[src/design/assert_macros.svh]
// Assertion macros shared by the parser RTL.
// Define NO_ASSERTIONS to compile them out.
`ifndef ASSERT_MACROS_SVH
`define ASSERT_MACROS_SVH
`ifndef NO_ASSERTIONS
`define ASSERT_IMPL(lbl, ante, cons, msg) \
  lbl: assert property (@(posedge clk_i) disable iff (!rst_ni) (ante) |-> (cons)) \
    else $error(msg);
`define ASSERT_NEXT(lbl, ante, cons, msg) \
  lbl: assert property (@(posedge clk_i) disable iff (!rst_ni) (ante) |=> (cons)) \
    else $error(msg);
`else
`define ASSERT_IMPL(lbl, ante, cons, msg)
`define ASSERT_NEXT(lbl, ante, cons, msg)
`endif
`endif

[src/design/qrpp_pkg.sv]
// Types and constants for the query response packet parser.
// No dependencies.
`default_nettype none
package qrpp_pkg;
  localparam logic [7:0] TypeChallenge = 8'h41;
  localparam logic [7:0] TypeInfo      = 8'h49;
  localparam logic [7:0] TypeRules     = 8'h45;
  localparam logic [7:0] TypePlayers   = 8'h44;

  localparam logic [0:0] RegWantRules   = 1'b0;
  localparam logic [0:0] RegWantPlayers = 1'b1;

  typedef enum logic [4:0] {
    PH_HDR, PH_SKIP, PH_CHAL, PH_CHAL_DONE, PH_PROTO,
    PH_S0, PH_S1, PH_S2, PH_S3, PH_FIXED, PH_VERSION, PH_INFO_DONE,
    PH_RCOUNT, PH_KEY, PH_VALUE, PH_REC_END, PH_TRAIL,
    PH_PCOUNT, PH_PIDX, PH_PNAME, PH_FRAGS, PH_PTIME
  } phase_e;

  typedef enum logic [4:0] {
    FK_STATUS = 5'd0, FK_CHAL = 5'd1, FK_PROTO = 5'd2, FK_STR0 = 5'd3,
    FK_PLAYERS = 5'd7, FK_SLOTS = 5'd8, FK_DEDI = 5'd9, FK_OS = 5'd10,
    FK_PASS = 5'd11, FK_SECURE = 5'd12, FK_VERSION = 5'd13, FK_KEY = 5'd14,
    FK_VALUE = 5'd15, FK_PIDX = 5'd16, FK_PNAME = 5'd17, FK_FRAGS = 5'd18,
    FK_TIME = 5'd19
  } kind_e;

  typedef enum logic [1:0] {
    ST_OK = 2'd0, ST_SHORT = 2'd1, ST_BAD_HDR = 2'd2, ST_BAD_TYPE = 2'd3
  } status_e;

  // One result item.
  typedef struct packed {
    logic [4:0]  kind;
    logic [31:0] value;
    logic        str_end;
    logic [15:0] rec;
    logic [1:0]  status;
    logic        cnt_short;
    logic        trail;
    logic        complete;
    logic        last;
  } item_t;

  // Up to two items caused by one byte.
  typedef struct packed {
    logic  v0;
    logic  v1;
    item_t i0;
    item_t i1;
  } pair_t;
endpackage
`default_nettype wire

[src/design/qrpp_front.sv]
// Front end: builds result items, stepping the parse state one byte per cycle while step_i is high.
// Depends on qrpp_pkg.
`default_nettype none
module qrpp_front import qrpp_pkg::*; (
  input  wire logic  clk_i,
  input  wire logic  rst_ni,
  input  wire logic  step_i,
  input  wire logic [7:0] rx_byte_i,
  input  wire logic  final_byte_i,
  input  wire logic  want_rules_i,
  input  wire logic  want_players_i,
  output pair_t      pair_o
);
  phase_e      phase_q, phase_d;
  logic [15:0] pos_q, pos_d, left_q, left_d, idx_q, idx_d;
  logic [2:0]  pkind_q, pkind_d;
  logic [3:0]  sub_q, sub_d, flags_q, flags_d, fl;
  logic [31:0] ws_q, ws_d, ws_sh;
  logic [1:0]  err_q, err_d, st;
  logic        emit, rec_str, is_ok;
  item_t       fi, si;

  always_ff @(posedge clk_i or negedge rst_ni) begin
    if (!rst_ni) begin
      phase_q <= PH_HDR; pos_q <= '0; left_q <= '0; idx_q <= '0;
      pkind_q <= '0; sub_q <= '0; flags_q <= '0; ws_q <= '0; err_q <= '0;
    end else if (step_i) begin
      phase_q <= phase_d; pos_q <= pos_d; left_q <= left_d; idx_q <= idx_d;
      pkind_q <= pkind_d; sub_q <= sub_d; flags_q <= flags_d; ws_q <= ws_d;
      err_q <= err_d;
    end
  end

  always_comb begin
    phase_d = phase_q; left_d = left_q; idx_d = idx_q; pkind_d = pkind_q;
    sub_d = sub_q; ws_d = ws_q; err_d = err_q; flags_d = flags_q;
    ws_sh = {rx_byte_i, ws_q[31:8]};
    emit = 1'b0;
    fi = '0;
    fi.value = {24'd0, rx_byte_i};
    case (phase_q)
      PH_HDR: begin
        if (pos_q < 16'd4) begin
          if (rx_byte_i != 8'hFF) begin err_d = ST_BAD_HDR; phase_d = PH_SKIP; end
        end else begin
          sub_d = '0; ws_d = '0;
          if (rx_byte_i == TypeChallenge) begin pkind_d = 3'd1; phase_d = PH_CHAL; end
          else if (rx_byte_i == TypeInfo) begin pkind_d = 3'd2; phase_d = PH_PROTO; end
          else if (rx_byte_i == TypeRules) begin pkind_d = 3'd3; phase_d = PH_RCOUNT; end
          else if (rx_byte_i == TypePlayers) begin
            pkind_d = 3'd4; phase_d = PH_PCOUNT;
          end else begin err_d = ST_BAD_TYPE; phase_d = PH_SKIP; end
        end
      end
      PH_CHAL: begin
        ws_d = ws_sh;
        if (sub_q >= 4'd3) begin
          emit = 1'b1; fi.kind = FK_CHAL; fi.value = ws_sh; phase_d = PH_CHAL_DONE;
        end else sub_d = sub_q + 4'd1;
      end
      PH_PROTO: begin emit = 1'b1; fi.kind = FK_PROTO; phase_d = PH_S0; end
      PH_S0, PH_S1, PH_S2, PH_S3: begin
        emit = 1'b1;
        fi.kind = FK_STR0 + (5'(phase_q) - 5'(PH_S0));
        fi.str_end = (rx_byte_i == 8'd0);
        if (rx_byte_i == 8'd0) begin
          phase_d = (phase_q == PH_S3) ? PH_FIXED : phase_e'(5'(phase_q) + 5'd1);
          sub_d = '0;
        end
      end
      PH_FIXED: begin
        case (sub_q)
          4'd2: begin emit = 1'b1; fi.kind = FK_PLAYERS; end
          4'd3: begin emit = 1'b1; fi.kind = FK_SLOTS; end
          4'd5: begin
            emit = 1'b1; fi.kind = FK_DEDI; fi.value = {31'd0, rx_byte_i != 8'd0};
          end
          4'd6: begin emit = 1'b1; fi.kind = FK_OS; end
          4'd7: begin emit = (rx_byte_i != 8'd0); fi.kind = FK_PASS; end
          4'd8: begin emit = (rx_byte_i != 8'd0); fi.kind = FK_SECURE; end
          default: ;
        endcase
        if (sub_q >= 4'd8) phase_d = PH_VERSION;
        else sub_d = sub_q + 4'd1;
      end
      PH_VERSION: begin
        emit = 1'b1; fi.kind = FK_VERSION; fi.str_end = (rx_byte_i == 8'd0);
        if (rx_byte_i == 8'd0) phase_d = PH_INFO_DONE;
      end
      PH_RCOUNT: begin
        if (sub_q == 4'd0) begin left_d = {8'd0, rx_byte_i}; sub_d = 4'd1; end
        else begin
          left_d = {rx_byte_i, left_q[7:0]};
          sub_d = '0;
          phase_d = (left_d != 16'd0) ? PH_KEY : PH_REC_END;
        end
      end
      PH_KEY, PH_VALUE: begin
        emit = 1'b1;
        fi.kind = (phase_q == PH_KEY) ? FK_KEY : FK_VALUE;
        fi.str_end = (rx_byte_i == 8'd0); fi.rec = idx_q;
        if (rx_byte_i != 8'd0) sub_d = 4'd1;
        else begin
          sub_d = '0;
          if (phase_q == PH_KEY) phase_d = PH_VALUE;
          else begin
            left_d = left_q - 16'd1; idx_d = idx_q + 16'd1;
            phase_d = (left_d != 16'd0) ? PH_KEY : PH_REC_END;
          end
        end
      end
      PH_REC_END, PH_TRAIL: phase_d = PH_TRAIL;
      PH_PCOUNT: begin
        left_d = {8'd0, rx_byte_i};
        phase_d = (rx_byte_i != 8'd0) ? PH_PIDX : PH_REC_END;
      end
      PH_PIDX: begin
        emit = 1'b1; fi.kind = FK_PIDX; fi.rec = idx_q; sub_d = '0; phase_d = PH_PNAME;
      end
      PH_PNAME: begin
        emit = 1'b1; fi.kind = FK_PNAME; fi.rec = idx_q;
        fi.str_end = (rx_byte_i == 8'd0);
        if (rx_byte_i != 8'd0) sub_d = 4'd1;
        else begin sub_d = '0; ws_d = '0; phase_d = PH_FRAGS; end
      end
      PH_FRAGS, PH_PTIME: begin
        ws_d = ws_sh;
        if (sub_q >= 4'd3) begin
          emit = 1'b1; fi.kind = (phase_q == PH_FRAGS) ? FK_FRAGS : FK_TIME;
          fi.value = ws_sh; fi.rec = idx_q; sub_d = '0; ws_d = '0;
          if (phase_q == PH_FRAGS) phase_d = PH_PTIME;
          else begin
            left_d = left_q - 16'd1; idx_d = idx_q + 16'd1;
            phase_d = (left_d != 16'd0) ? PH_PIDX : PH_REC_END;
          end
        end else sub_d = sub_q + 4'd1;
      end
      default: ;
    endcase

    pos_d = (pos_q != 16'hFFFF) ? pos_q + 16'd1 : pos_q;

    // End-of-datagram status, from the state after this byte.
    rec_str = (phase_d == PH_KEY) || (phase_d == PH_VALUE) || (phase_d == PH_PNAME);
    if (pos_d < 16'd5) st = ST_SHORT;
    else if (err_d != 2'd0) st = err_d;
    else if (phase_d == PH_CHAL_DONE || phase_d == PH_INFO_DONE || rec_str ||
             phase_d == PH_PIDX || phase_d == PH_REC_END || phase_d == PH_TRAIL)
      st = ST_OK;
    else st = ST_SHORT;
    is_ok = (st == ST_OK);
    fl = flags_q;
    if (is_ok) begin
      if (phase_d == PH_CHAL_DONE) fl[0] = 1'b1;
      else if (phase_d == PH_INFO_DONE) fl[1] = 1'b1;
      else if (pkind_d == 3'd3) fl[2] = 1'b1;
      else if (pkind_d == 3'd4) fl[3] = 1'b1;
    end
    si = '0;
    si.kind = FK_STATUS;
    si.value = {16'd0, pos_d};
    si.rec = idx_d;
    si.status = st;
    si.cnt_short = is_ok && (rec_str || phase_d == PH_PIDX);
    si.trail = is_ok && (phase_d == PH_TRAIL || (rec_str && sub_d != 4'd0));
    si.complete = (!want_players_i || fl[3]) && (!want_rules_i || fl[2]);
    si.last = 1'b1;
    fi.last = !final_byte_i;

    pair_o = '0;
    if (final_byte_i) begin
      flags_d = fl;
      phase_d = PH_HDR; pos_d = '0; pkind_d = '0; left_d = '0; idx_d = '0;
      sub_d = '0; ws_d = '0; err_d = '0;
    end
    // Status goes in the first slot when no field item precedes it.
    if (emit) begin
      pair_o.v0 = 1'b1; pair_o.i0 = fi;
      pair_o.v1 = final_byte_i; pair_o.i1 = si;
    end else begin
      pair_o.v0 = final_byte_i; pair_o.i0 = si;
    end
  end
endmodule
`default_nettype wire

[src/design/qrpp_queue.sv]
// Short queue of item pairs between the front end and the output stage.
// Depends on qrpp_pkg and assert_macros.svh.
`default_nettype none
`include "assert_macros.svh"
module qrpp_queue import qrpp_pkg::*; (
  input  wire logic clk_i,
  input  wire logic rst_ni,
  input  wire logic push_i,
  input  pair_t     data_i,
  output logic      full_o,
  input  wire logic pop_i,
  output logic      empty_o,
  output pair_t     data_o
);
  pair_t      mem_q [2];
  logic       wp_q, rp_q;
  logic [1:0] cnt_q;

  always_ff @(posedge clk_i) begin
    if (push_i) mem_q[wp_q] <= data_i;
  end

  always_ff @(posedge clk_i or negedge rst_ni) begin
    if (!rst_ni) begin
      wp_q <= 1'b0; rp_q <= 1'b0; cnt_q <= '0;
    end else begin
      if (push_i) wp_q <= ~wp_q;
      if (pop_i) rp_q <= ~rp_q;
      cnt_q <= cnt_q + 2'(push_i) - 2'(pop_i);
    end
  end

  assign full_o  = (cnt_q == 2'd2);
  assign empty_o = (cnt_q == 2'd0);
  assign data_o  = mem_q[rp_q];

  `ASSERT_IMPL(a_no_overflow, push_i, !full_o, "queue push while full")
  `ASSERT_IMPL(a_no_underflow, pop_i, !empty_o, "queue pop while empty")
  `ASSERT_IMPL(a_cnt_range, 1'b1, cnt_q != 2'd3, "queue count out of range")
endmodule
`default_nettype wire

[src/design/qrpp_back.sv]
// Back end: plays out one or two items per queued pair into an output register.
// Depends on qrpp_pkg and assert_macros.svh.
`default_nettype none
`include "assert_macros.svh"
module qrpp_back import qrpp_pkg::*; (
  input  wire logic clk_i,
  input  wire logic rst_ni,
  input  wire logic empty_i,
  input  pair_t     data_i,
  output logic      pop_o,
  input  wire logic stall_i,
  output logic      valid_o,
  output item_t     item_o
);
  logic  valid_q, sel_q, load;
  item_t item_q;

  // Output register free when empty or being taken this cycle.
  assign load  = !valid_q || !stall_i;
  assign pop_o = load && !empty_i && (sel_q || !data_i.v1 || !data_i.v0);

  always_ff @(posedge clk_i or negedge rst_ni) begin
    if (!rst_ni) begin
      valid_q <= 1'b0; sel_q <= 1'b0;
    end else if (load) begin
      if (!empty_i && data_i.v0) begin
        valid_q <= 1'b1;
        sel_q <= data_i.v1 && !sel_q;
      end else begin
        valid_q <= 1'b0; sel_q <= 1'b0;
      end
    end
  end

  always_ff @(posedge clk_i) begin
    if (load) item_q <= sel_q ? data_i.i1 : data_i.i0;
  end

  assign valid_o = valid_q;
  assign item_o  = item_q;

  `ASSERT_IMPL(a_sel_has_second, sel_q, !empty_i && data_i.v1, "second slot missing")
  `ASSERT_NEXT(a_hold, valid_q && stall_i, valid_q && $stable(item_q), "output dropped")
  `ASSERT_IMPL(a_status_last, valid_q && item_q.kind == FK_STATUS, item_q.last,
    "status item not last")
endmodule
`default_nettype wire

[src/design/query_response_packet_parser.sv]
// Top level of the query response packet parser: APB registers, front, queue, back.
// Depends on qrpp_pkg, qrpp_front, qrpp_queue, qrpp_back.
//
//  channel | direction | handshake           | payload
//  in      | input     | in_valid_i/in_stall_o | rx_byte_i, final_byte_i
//  out     | output    | out_valid_o/out_stall_i | field_kind_o .. last_of_run_o
//  cfg     | input     | APB psel/penable      | want_rules, want_players
//
// One byte per cycle enters the front end unless in_stall_o is high; its field
// and status items go as one pair through a two-entry queue. The back end sends
// one item per cycle unless out_stall_i is high, so a byte with two items holds
// its entry until both are sent. The output register is loaded from the queue.
// Reset clears all parse state; out_stall_i backs up the queue, then in_stall_o.
`default_nettype none
module query_response_packet_parser import qrpp_pkg::*; (
  input  wire logic        clk_i,
  input  wire logic        rst_ni,
  input  wire logic        in_valid_i,
  output logic             in_stall_o,
  input  wire logic [7:0]  rx_byte_i,
  input  wire logic        final_byte_i,
  output logic             out_valid_o,
  input  wire logic        out_stall_i,
  output logic [4:0]       field_kind_o,
  output logic [31:0]      field_value_o,
  output logic             string_end_o,
  output logic [15:0]      record_number_o,
  output logic [1:0]       packet_status_o,
  output logic             count_short_o,
  output logic             trailing_bytes_o,
  output logic             query_complete_o,
  output logic             last_of_run_o,
  input  wire logic        psel,
  input  wire logic        penable,
  input  wire logic        pwrite,
  input  wire logic [2:0]  paddr,
  input  wire logic [31:0] pwdata,
  output logic [31:0]      prdata,
  output logic             pready
);
  logic  want_rules_q, want_players_q, full, empty, pop, step, wr;
  pair_t pair, qdata;
  item_t item;

  assign pready = 1'b1;
  assign wr = psel && penable && pwrite;
  always_ff @(posedge clk_i or negedge rst_ni) begin
    if (!rst_ni) begin
      want_rules_q <= 1'b0; want_players_q <= 1'b0;
    end else if (wr && paddr[1:0] == 2'b00) begin
      if (paddr[2] == RegWantRules) want_rules_q <= pwdata[0];
      if (paddr[2] == RegWantPlayers) want_players_q <= pwdata[0];
    end
  end
  always_comb begin
    prdata = '0;
    if (paddr[1:0] == 2'b00) begin
      if (paddr[2] == RegWantRules) prdata[0] = want_rules_q;
      else prdata[0] = want_players_q;
    end
  end

  assign in_stall_o = full;
  assign step = in_valid_i && !full;

  qrpp_front u_front (
    .clk_i, .rst_ni, .step_i(step), .rx_byte_i, .final_byte_i,
    .want_rules_i(want_rules_q), .want_players_i(want_players_q), .pair_o(pair)
  );

  qrpp_queue u_queue (
    .clk_i, .rst_ni, .push_i(step && (pair.v0 || pair.v1)), .data_i(pair),
    .full_o(full), .pop_i(pop), .empty_o(empty), .data_o(qdata)
  );

  qrpp_back u_back (
    .clk_i, .rst_ni, .empty_i(empty), .data_i(qdata), .pop_o(pop),
    .stall_i(out_stall_i), .valid_o(out_valid_o), .item_o(item)
  );

  assign field_kind_o     = item.kind;
  assign field_value_o    = item.value;
  assign string_end_o     = item.str_end;
  assign record_number_o  = item.rec;
  assign packet_status_o  = item.status;
  assign count_short_o    = item.cnt_short;
  assign trailing_bytes_o = item.trail;
  assign query_complete_o = item.complete;
  assign last_of_run_o    = item.last;
endmodule
`default_nettype wire

[config.mk]
export PLATFORM = sky130hd
export DESIGN_NAME = query_response_packet_parser
export DESIGN_NICKNAME = d
export VERILOG_FILES = /design/src/design/qrpp_pkg.sv /design/src/design/qrpp_front.sv /design/src/design/qrpp_queue.sv /design/src/design/qrpp_back.sv /design/src/design/query_response_packet_parser.sv
export VERILOG_INCLUDE_DIRS = /design/src /design/src/design
export SDC_FILE = /design/constraint.sdc
export NUM_CORES = 1
export LEC_CHECK = 0
export BUFFER_PORTS_ARGS = -buffer_cell sky130_fd_sc_hd__buf_4
export CORE_ASPECT_RATIO = 1.1
export CORE_MARGIN = 3
export CORE_UTILIZATION = 57
export CTS_BUF_LIST = sky130_fd_sc_hd__clkbuf_8
export DETAILED_ROUTE_END_ITERATION = 8
export PLACE_DENSITY = 0.79
export SYNTH_ARGS = -nofsm -noshare
export SYNTH_HDL_FRONTEND = slang
export SYNTH_HIERARCHICAL = 1
export SYNTH_SLANG_ARGS = --single-unit
[constraint.sdc]
create_clock -name clk_i -period 9.1 [get_ports clk_i]
set_clock_uncertainty 0.15 [all_clocks]
set_input_delay 1.82 -clock clk_i [delete_from_list [all_inputs] [get_ports clk_i]]
set_output_delay 1.82 -clock clk_i [all_outputs]
set_load 0.01 [all_outputs]
# ---- Word-level counts from Yosys, hierarchy flattened
# Memories as Yosys holds them, arrays and structs flattened.
# Cells that the tools add are included.
dict set report totals {
  memories 1
  inputBits 51
  mem_bits_ro 0
  register_bits 166
  output_inout_bits 95
  latchBits 0
  wordCells 267
  mem_bits_rw 202
}
dict set report classes {
  n_addsub 9
  n_eq_ne 48
  n_mux 103
  n_shift 0
  mul 0
  magnitude_cmp 4
  bitwise_logic 4
  n_reduce_logical 70
  div 0
}
# name words width rd rd_ports_with_merged_regs write_ports line_no
set mem_list {}
lappend mem_list {u_queue.mem_q 2 101 1 0 1 qrpp_queue.sv:15} ;# pair_t mem_q [2];
# op count
set ops {}
lappend ops {{$mux W16} 14}
lappend ops {{$mux W32} 4}
lappend ops {{$pmux W32 S4} 1}
lappend ops {{$mux W60} 2}
lappend ops {{$mux W5} 20}
lappend ops {{$pmux W32 S3} 1}
lappend ops {{$pmux W5 S13} 1}
lappend ops {{$pmux W16 S2} 2}
lappend ops {{$pmux W16 S4} 1}
lappend ops {{$eq A5 B4 Y1 const B} 11}
lappend ops {{$eq A5 B5 Y1 const B} 9}
lappend ops {{$pmux W5 S9} 1}
lappend ops {{$mux W39} 1}
lappend ops {{$mux W37} 1}
lappend ops {{$mux W33} 1}
lappend ops {{$add A16 B1 Y16 const B} 2}
lappend ops {{$eq A8 B7 Y1 const B} 4}
lappend ops {{$lt A16 B3 Y1 const B} 2}
lappend ops {{$pmux W4 S8} 1}
lappend ops {{$reduce_bool A16 Y1} 2}
lappend ops {{$mux W4} 7}
lappend ops {{$mux W2} 13}
lappend ops {{$mux W3} 8}
lappend ops {{$pmux W4 S6} 1}
lappend ops {{other kinds (47)} 128}

# ---- Logic depth before layout (Yosys ltp)
# Gate-level depths: netlist (run 1).
dict set report depth {
  word_depth 22
  ltp_mapped 17
}

# ---- Hierarchy
# The synthesis (run 1) kept the hierarchy.
# mod instances area_each_um2 cells_each seq_area_each_um2
set by_module_without_submodules {}
lappend by_module_without_submodules {qrpp_queue 1 9290.2 395 7427.1}
lappend by_module_without_submodules {qrpp_front 1 7788.7 1039 2202.1}
lappend by_module_without_submodules {qrpp_back 1 2870.3 136 1851.8}
lappend by_module_without_submodules {query_response_packet_parser 1 375.4 45 50.0}

# ---- Worst setup path before layout (run 1)
# OpenSTA, ideal clock, no wires.
dict set report synth_path {
  path_type {input -> register}
  from {input rx_byte_i[6]}
  to {memory u_queue/mem_q[0][0] in the netlist's numbering (enable)}
  setup_slack_ps -622
  n_path_buf 3
  arrival_ps 8953
  required_ps 8331
  cell_stages 11
  cell_sequence {clkbuf_1 -> nor4_2 -> nand2_1 -> clkbuf_1 -> o221ai_1 -> o311a_1 -> inv_1 -> clkbuf_1 -> and2_1 -> o21a_1 -> nor2b_1}
}
# item line_no
set synth_lines {}
lappend synth_lines {{from (decl)} query_response_packet_parser.sv:20} ;# input wire logic [7:0] rx_byte_i,
lappend synth_lines {{to (decl)} qrpp_queue.sv:15}

==> results of run 1 <==
-- path summary, 6_finish.rpt --
check	cells past startpoint	end	startpoint
worst min register to register	1	u_front/flags_q[3]	u_front/flags_q[3]
worst max-delay path	16	u_queue/mem_q[1][29]	u_front/phase_q[1]
worst max register to register	16	u_queue/mem_q[1][29]	u_front/phase_q[1]
worst min-delay path	1	u_front/flags_q[3]	u_front/flags_q[3]
max in group asynchronous	2	u_front/idx_q[0]	rst_ni
min in group asynchronous	1	u_front/sub_q[2]	rst_ni
-- registers in the layout, indices dropped and copies added, names as in the netlist --
register	flops
u_back/item_o	60
u_back/sel_q	1
u_back/valid_o	1
u_front/err_q	2
u_front/flags_q	2
u_front/idx_q	16
u_front/left_q	16
u_front/phase_q	5
u_front/pkind_q	3
u_front/pos_q	16
u_front/sub_q	4
u_front/ws_q	24
u_queue/cnt_q	2
u_queue/mem_q	244
u_queue/rp_q	1
u_queue/wp_q	1
want_players_q	1
want_rules_q	1
-- layer usage --
layer / track usage [%] / routed length, microns / vias up
li1: - / - / 6086
met1: 32.3 / 19100 / 6575
met2: 40.9 / 23300 / 514
met3: 3.72 / 2710 / 111
met4: 9.47 / 1490 / 0
met5: 0 / 0 / -
-- area by class of cell --
| type | instances | share of cell area, % |
|---|---|---|
| clock buffer | 67 | 4.17 |
| inverter | 38 | 0.645 |
| timing repair buffer | 105 | 3.56 |
| tap | 438 | 2.48 |
| clock inverter | 47 | 1.19 |
| multi-input combinational | 1072 | 35.8 |
| sequential | 400 | 52.2 |
-- stage by stage --
| step | power (mW) | util, % |
|---|---|---|
| 2_1_floorplan | 4.88 | - |
| 5_1_grt | 7.41 | 63.8 |
| 4_1_cts | 7.05 | 63.8 |
| 3_3_place_gp | 5.54 | 60.4 |
| 6_report | 7.02 | 63.8 |
| 3_5_place_dp | 5.61 | 60.4 |
-- cells in the mapped netlist, types with 23 or more instances --
library cell / instances
nor3_1: 34
mux2_2: 53
dfrtp_1: 96
inv_1: 37
edfxtp_1: 304
and3_1: 25
and2_1: 24
buf_4: 58
clkbuf_1: 58
nor2_1: 102
a21oi_1: 55
mux2_4: 129
o21ai_0: 90
xnor2_1: 23
nand2_1: 134
-- cell families (layout without fill, tap and decap cells) --
logic type	Yosys count	in the layout	synth area share, %
xor+xnor	33	33	1.50
buf+inv	194	257	5.39
simple gates	456	456	11.6
flops	400	400	56.7
compound gates	318	318	10.6
fa+ha+maj	17	17	1.05
other cells	3	54	0.0554
mux	194	194	13.1
-- worst max-delay path, stage by stage, from the launching register on --
cell	delay (ns)
dfrtp_1	0.56
inv_1	0.29
ha_1	0.19
buf_4	0.26
nor2_1	0.08
or3_1	0.31
a21oi_1	0.15
buf_4	0.27
and2_1	0.76
a21oi_1	0.15
o311a_2	0.19
buf_4	0.29
inv_1	0.14
and2_1	0.20
o21a_1	0.23
and2_4	0.74
buf_4	0.77
-- power by group through the flow --
stage / registers, mW / clock network, mW / logic, mW
floorplan: 2.88 / 0 / 2.01
global placement: 2.86 / 0 / 2.68
detailed placement: 2.88 / 0 / 2.73
CTS: 2.85 / 1.45 / 2.74
global route: 2.91 / 1.54 / 2.97
finish: 2.85 / 1.42 / 2.75
==> impl_metrics.tcl, run 1 <==
set metrics [dict create \
    status "completed" \
    gr-total-overflow 0 \
    vias 13300 \
    synth_cell_types 102 \
    nFillCells 2597 \
    drc 0 \
    finalSetupViolCount 0 \
    drt-vias-per-instance 6.13 \
    globalplace.congestion 0.921 \
    die_w_microns 186 \
    clock-sinks 400 \
    rsz0062_at_grt "no" \
    cp-start-kind "register" \
    synth_top_area_cell "edfxtp_1" \
    synth_edf_count 304 \
    layout_common_cells "edfxtp_1, nand2_1, mux2_4" \
    initial_core_util_pct 58.7 \
    cts_root_buf "clkbuf_8" \
    holdWs_ns 0.324 \
    grtUsageTotal_pct 24.4 \
    hp-class "reg -> reg" \
    die-area_sq_mm 0.0380 \
    finalCritPeriodShare_pct 68.6 \
    synth-warning-count 6 \
    first_pass_iters 5 \
    dp_hpwl_microns 30500 \
    max_cap_violations 0 \
    syn_inst 1615 \
    p_comb_share_pct 39.2 \
    cts_buffer_depth 3 \
    clock.fmax_ghz 0.160 \
    n_antenna_cell 0 \
    fin_ws_ns 2.86 \
    async_reset_ff_share_pct 24.0 \
    post-route-min-period_ns 6.24 \
    ff_latch_area_sq_mm 0.0115 \
    ys_seq_elements 400 \
    p_per_area_mw_per_mm2 318 \
    intPower_mw 4.57 \
    p_sw_share_pct 34.9 \
    relSlewSlack_pct 12.8 \
    hold_viol_final 0 \
    mostFrequentLayoutCell "edfxtp_1" \
    place_inst 2053 \
    avgSynthCellArea_sq_um 12.6 \
    seqPwrFrac_pct 40.6 \
    drive_gt1_share_pct 23.4 \
    synth_top_area_share_pct 44.9 \
    antenna_found_initial 0 \
    syn_to_final_growth_pct 8.80 \
    postCtsSetupRepairBufs 0 \
    peakVddDrop_mv 0.186 \
    cts_made_buffers 61 \
    grt_pass1_vias 13300 \
    core_sq_mm 0.0346 \
    reg2reg_setup_slack_ns 2.86 \
    yosys-top-cells-area "edfxtp_1, dfrtp_1, mux2_4" \
    io_pins 146 \
    io_buffers 82 \
    ys.flop_type "edfxtp_1" \
    postRouteAntennaNets 0 \
    num_rows 71 \
    grt_max_degree 71 \
    tritoncts "done" \
    ys_seq_area_share_pct 56.7 \
    layout.cells.non_filler 2167 \
    drtIter0Drc 1244 \
    wl_per_cell_microns 21.5 \
    dpl_cell_area_sq_mm 0.0209 \
    die_h_microns 204 \
    critPathKind "reg -> reg" \
    power.leakage_nw 8.54 \
    final.setup.tns_ns 0 \
    dp_slack_ns 2.94 \
    clkPwrFrac_pct 20.2 \
    clk_pin_slew_ns 0.07 \
    post_cts_resized 0 \
    required_ns 9.19 \
    cts.htree.levels 2 \
    switchingPower_mw 2.45 \
    grt_pass1_wl_microns 72700 \
    insertion_delay_ns 0.62 \
    worstMarginPinSlew_ns 1.30 \
    cp.arrival_ns 6.33 \
    slew_violations 0 \
    syn_area_sq_mm 0.0203 \
    wl_microns 46500 \
    end_kind "register" \
    multiInputGateArea_sq_mm 0.00791 \
    postCtsHoldBufs 0 \
    stdcell_area_sq_mm 0.0221 \
    path_max_fanout 62 \
    final_nets 1746 \
]
No activity file was read; power rests on OpenSTA's default activity.
==> run 2, diff against run 1 <==
clock period = 5.48 ns   (was 9.1 ns; I/O delays follow)
==> run 2 against run 1 <==
Count of clock-buffer cells in the layout rose by 6. Sequential power up 67%. Critical endpoint is now u_queue/mem_q[0][4]. Non-clock buffer count up 6.
==> impl_metrics.tcl, run 2 (same netlist as run 1, synthesis figures left out) <==
set metrics [dict create \
    status "completed" \
    max_cap_violations 0 \
    layout_common_cells "edfxtp_1, nand2_1, mux2_4" \
    grt_max_degree 99 \
    intPower_mw 7.66 \
    hp-class "reg -> reg" \
    initial_core_util_pct 58.7 \
    slowest_stage "dfrtp_1" \
    clkPwrFrac_pct 20.5 \
    nFillCells 2571 \
    multiInputGateArea_sq_mm 0.00791 \
    cts_root_buf "clkbuf_8" \
    tritoncts "done" \
    die-area_sq_mm 0.0380 \
    gr-total-overflow 0 \
    syn_to_final_growth_pct 9.34 \
    globalplace.congestion 0.928 \
    grt_busiest_layer "met2" \
    hold_viol_final 0 \
    relSlewSlack_pct 32.6 \
    insertion_delay_ns 0.63 \
    cp-start-kind "register" \
    finalCritPeriodShare_pct 86.4 \
    switchingPower_mw 4.10 \
    utilization_pct 64.1 \
    finalSetupViolCount 0 \
    p_per_area_mw_per_mm2 529 \
    vias 13400 \
    path_delay_family "simple AND/OR/NAND/NOR gates" \
    p_sw_share_pct 34.9 \
    grtUsageTotal_pct 24.2 \
    final.setup.tns_ns 0 \
    path_buf_inv 2 \
    p_comb_share_pct 39.1 \
    antenna_found_initial 0 \
    num_rows 71 \
    die_w_microns 186 \
    postCtsHoldBufs 0 \
    gr-usage-met2_pct 41.1 \
    core_sq_mm 0.0346 \
    seqPwrFrac_pct 40.4 \
    cp_slowest_stage_delay_ns 0.65 \
    use_met3_pct 3.42 \
    path_max_fanout 13 \
    postRouteAntennaNets 0 \
    peakVddDrop_mv 0.321 \
    drive_gt1_share_pct 24.1 \
    clock.fmax_ghz 0.211 \
    cp.arrival_ns 4.98 \
    post_cts_resized 0 \
    reg2reg_setup_slack_ns 0.74 \
    wl_per_cell_microns 21.4 \
    postCtsSetupRepairBufs 0 \
    cts_buffer_depth 3 \
    io_pins 146 \
    wl_microns 46600 \
    grt_pass1_wl_microns 72000 \
    critical_path.cell_chain "inv_1, ha_1, buf_4, nor3_1, or2_1, nor4b_1, a2111o_1, or4b_4, a2bb2oi_1, o211a_1, or2_4, o32ai_1" \
    rsz0062_at_grt "no" \
    power.leakage_nw 8.64 \
    power_mw 11.8 \
    worstMarginPinSlew_ns 1.00 \
    n_antenna_cell 0 \
    grtUsageMet1_pct 31.2 \
    critPathKind "reg -> reg" \
    largest_reg_flops 244 \
    slew_violations 0 \
    drc 0 \
    required_ns 5.72 \
    ff_latch_area_sq_mm 0.0115 \
    io_buffers 82 \
    grt_pass1_vias 13300 \
    mostFrequentLayoutCell "edfxtp_1" \
    cts_made_buffers 61 \
    drtIter0Drc 1108 \
    post-route-min-period_ns 4.74 \
    clock-sinks 400 \
    final_nets 1752 \
    first_pass_iters 5 \
    regMostFlops "u_queue/mem_q" \
    cts.htree.levels 2 \
    clk_pin_slew_ns 0.07 \
    die_h_microns 204 \
    dp_hpwl_microns 30800 \
    drt-vias-per-instance 6.16 \
    end_kind "register" \
]
[run 2: power groups by stage]
stage	clock network (mW)	logic [mW]	registers (mW)
finish	2.41	4.60	4.75
global route	2.62	4.93	4.83
CTS	2.48	4.59	4.75
detailed placement	0	4.56	4.80
global placement	0	4.46	4.75
floorplan	0	3.34	4.75
[run 2: layout make-up]
class / count / share of cell area, %
sequential: 400 / 51.9
clock buffer: 73 / 4.52
timing repair buffer: 111 / 3.86
multi-input combinational: 1072 / 35.6
tap: 438 / 2.47
inverter: 38 / 0.642
clock inverter: 43 / 0.997
[run 2: path summary, 6_finish.rpt]
check / from / end / cells after the start
max: u_front/phase_q[1] / u_queue/mem_q[0][4] / 12
min: u_front/flags_q[2] / u_front/flags_q[2] / 1
max reg2reg: u_front/phase_q[1] / u_queue/mem_q[0][4] / 12
min reg2reg: u_front/flags_q[2] / u_front/flags_q[2] / 1
max in group asynchronous: rst_ni / u_front/left_q[6] / 2
min in group asynchronous: rst_ni / want_rules_q / 1
[run 2: metal layers]
metal / vias up / wire length [microns]
li1: 6094 / -
met1: 6627 / 18400
met2: 552 / 23400
met3: 126 / 3000
met4: 0 / 1800
met5: - / 0
[run 2: per-stage QoR]
step	hold slack (ns)	area, sq um	std cells	worst slack, ns
6_report	0.323	22200	2175	0.744
5_1_grt	0.349	22200	2175	0.504
4_1_cts	0.322	22200	2175	0.778
3_5_place_dp	0.305	21000	2059	0.776
3_3_place_gp	0.297	21000	2059	0.805
2_1_floorplan	0.280	20500	1666	0.0186
==> run 3, diff against run 2 <==
--- a/config.mk
+++ b/config.mk
@@ -8,8 +8,8 @@
 export LEC_CHECK = 0
-export BUFFER_PORTS_ARGS = -buffer_cell sky130_fd_sc_hd__buf_4
 export CORE_ASPECT_RATIO = 1.1
 export CORE_MARGIN = 3
-export CORE_UTILIZATION = 57
+export CORE_UTILIZATION = 60
 export CTS_BUF_LIST = sky130_fd_sc_hd__clkbuf_8
 export DETAILED_ROUTE_END_ITERATION = 8
+export DONT_BUFFER_PORTS = 1
 export PLACE_DENSITY = 0.79
==> constraint.sdc (replaced) <==
create_clock -name clk_i -period 5.48 [get_ports clk_i]
set_clock_uncertainty 0.15 [all_clocks]
set_input_delay 0.274 -clock clk_i [delete_from_list [all_inputs] [get_ports clk_i]]
set_output_delay 0.274 -clock clk_i [all_outputs]
set_load 0.01 [all_outputs]
==> run 3 against run 2 <==
Sequential share of layout area rose by 0.91 points. Design area fell by 1.7%. Core utilization rose by 1.3 points. Non-clock buffer count fell by 63. Total power fell by 2.4%. Sequential power rose by 4%.
==> impl_metrics.tcl, run 3 (same netlist as run 1, synthesis figures left out) <==
set metrics [dict create \
    drive_gt1_share_pct 20.4 \
    critPathKind "reg -> reg" \
    status "completed" \
    grt_pass1_vias 13200 \
    path_max_fanout 62 \
    wl_met2_microns 23100 \
    cp-start-kind "register" \
    max_cap_violations 0 \
    place_inst 1972 \
    grtUsageTotal_pct 25.4 \
    insertion_delay_ns 0.62 \
    relSlewSlack_pct 28.2 \
    cts_made_buffers 61 \
    multiInputGateArea_sq_mm 0.00791 \
    regMostFlops "u_queue/mem_q" \
    finalCritPeriodShare_pct 82.9 \
    reg2regPathDepth 13 \
    first_pass_iters 5 \
    mostFrequentLayoutCell "edfxtp_1" \
    io_pins 146 \
    syn_to_final_growth_pct 7.46 \
    dp_hpwl_microns 30100 \
    holdPathStages 3 \
    num_rows 70 \
    hold_viol_final 0 \
    worstMarginPinSlew_ns 1.07 \
    holdWs_ns 0.0490 \
    core_sq_mm 0.0334 \
    nFillCells 2377 \
    hp-class "in -> reg" \
    power_mw 11.5 \
    post-route-min-period_ns 4.54 \
    initial_core_util_pct 60.9 \
    layout.cells.non_filler 2105 \
    clock.fmax_ghz 0.220 \
    r2r_end "u_queue/mem_q[0][31]" \
    critical_path.cell_chain "inv_1, ha_1, nor2_1, or3_1, a21oi_1, and2_1, a21oi_1, o311a_2, inv_1, and2_1, o21a_1, nor2b_4, buf_12" \
    clock-sinks 400 \
    largest_reg_flops 244 \
    drc 0 \
    globalplace.congestion 0.985 \
    die_h_microns 199 \
    tritoncts "done" \
    final.setup.tns_ns 0 \
    reg2reg_setup_slack_ns 0.94 \
    layout_common_cells "edfxtp_1, nand2_1, mux2_4" \
    slew_violations 0 \
    cts.htree.levels 2 \
    cts_root_buf "clkbuf_8" \
    io_buffers 0 \
    postCtsSetupRepairBufs 0 \
    wl_met1_microns 18600 \
    n_antenna_cell 0 \
    min_to "u_queue/wp_q" \
    clk_pin_slew_ns 0.07 \
    vias 13300 \
    end_kind "register" \
    die_w_microns 181 \
    antenna_found_initial 1 \
    stdcell_area_sq_mm 0.0218 \
    hp-start "in_valid_i" \
    ff_latch_area_sq_mm 0.0115 \
    wl_per_cell_microns 22.2 \
    wl_microns 46800 \
    top_layer_used "met4" \
    reg2reg_from "u_front/phase_q[1]" \
    p_per_area_mw_per_mm2 525 \
    path_delay_family "compound AO/OA/AOI/OAI gates" \
    cp.arrival_ns 4.66 \
    rsz0062_at_grt "no" \
    finalSetupViolCount 0 \
    cts_buffer_depth 3 \
    gr-total-overflow 0 \
    peakVddDrop_mv 0.342 \
    postRouteAntennaNets 0 \
    drtIter0Drc 1089 \
    cp_slowest_stage_delay_ns 0.55 \
    grt_pass1_wl_microns 72100 \
    grt_max_degree 97 \
    required_ns 5.60 \
    drt-vias-per-instance 6.29 \
    final_nets 1689 \
    dpl_cell_area_sq_mm 0.0204 \
    path_buf_inv 3 \
    power.leakage_nw 8.33 \
    dr_wl_met3_microns 3290 \
    post_cts_resized 0 \
    die-area_sq_mm 0.0361 \
    slowest_stage "dfrtp_1" \
]
run 3: cell count changes in the layout (fill, tap and decap cells not counted), moves of 2 or more:
cell	before	now
clkinv_2	10	15
dlygate4sd3_1	0	16
buf_4	109	26
clkbuf_8	73	66
inv_1	59	53
bufinv_16	1	3
buf_12	2	5
clkinv_1	6	10
run 3: what timing repair did:
action | 4_1_cts | 5_1_grt
hold buffers | 18 | 0
hold endpoints to repair | 203 | 0
setup endpoints to repair | 0 | 0
run 3: how the worst max path moves through the flow:
stage | start | to | slack (ns) | cells past startpoint
3_3_place_gp | u_front/phase_q[1] | u_queue/mem_q[0][91] | 1.05 | 13
5_1_grt | u_front/phase_q[1] | u_queue/mem_q[0][27] | 0.75 | 13
3_5_place_dp | u_front/phase_q[1] | u_queue/mem_q[0][39] | 1.02 | 13
2_1_floorplan | u_front/phase_q[1] | u_queue/mem_q[0][0] | 0.02 | 16
4_1_cts | u_front/phase_q[1] | u_queue/mem_q[0][114] | 1.02 | 13
6_report | u_front/phase_q[1] | u_queue/mem_q[0][31] | 0.94 | 13
run 3: worst reg2reg max path, cell delays in order, from the launching register on:
cell and delay, ns:
dfrtp_1 0.55, inv_1 0.27, ha_1 0.49, nor2_1 0.11
or3_1 0.32, a21oi_1 0.52, and2_1 0.24, a21oi_1 0.06
o311a_2 0.32, inv_1 0.14, and2_1 0.18, o21a_1 0.24
nor2b_4 0.24, buf_12 0.31
run 3: stage by stage:
| stage | util [%] | worst slack (ns) |
|---|---|---|
| after CTS | 65.4 | 1.02 |
| after floorplan | - | 0.0186 |
| after global routing | 65.4 | 0.747 |
| after detailed placement | 61.2 | 1.02 |
| after global placement | 61.2 | 1.05 |
| final | 65.4 | 0.938 |
run 3: metal layers:
layer  global-route usage (%)  vias up
met2                     42.3      573
met1                     33.1     6567
li1                         -     5972
met4                     10.8        0
met3                     4.44      138
met5                        0        -
run 3: power breakdown:
part / switching (mW) / total [mW] / internal, mW
clock: 1.16 / 2.42 / 1.27
combinational: 2.27 / 4.12 / 1.85
sequential: 0.621 / 4.94 / 4.31
total: 4.05 / 11.5 / 7.43
run 3: layout make-up:
| cell class | count | share of cell area, % |
|---|---|---|
| inverter | 38 | 0.653 |
| clock inverter | 49 | 1.44 |
| sequential | 400 | 52.8 |
| tap | 432 | 2.47 |
| timing repair buffer | 48 | 2.21 |
| multi-input combinational | 1072 | 36.2 |
| clock buffer | 66 | 4.16 |
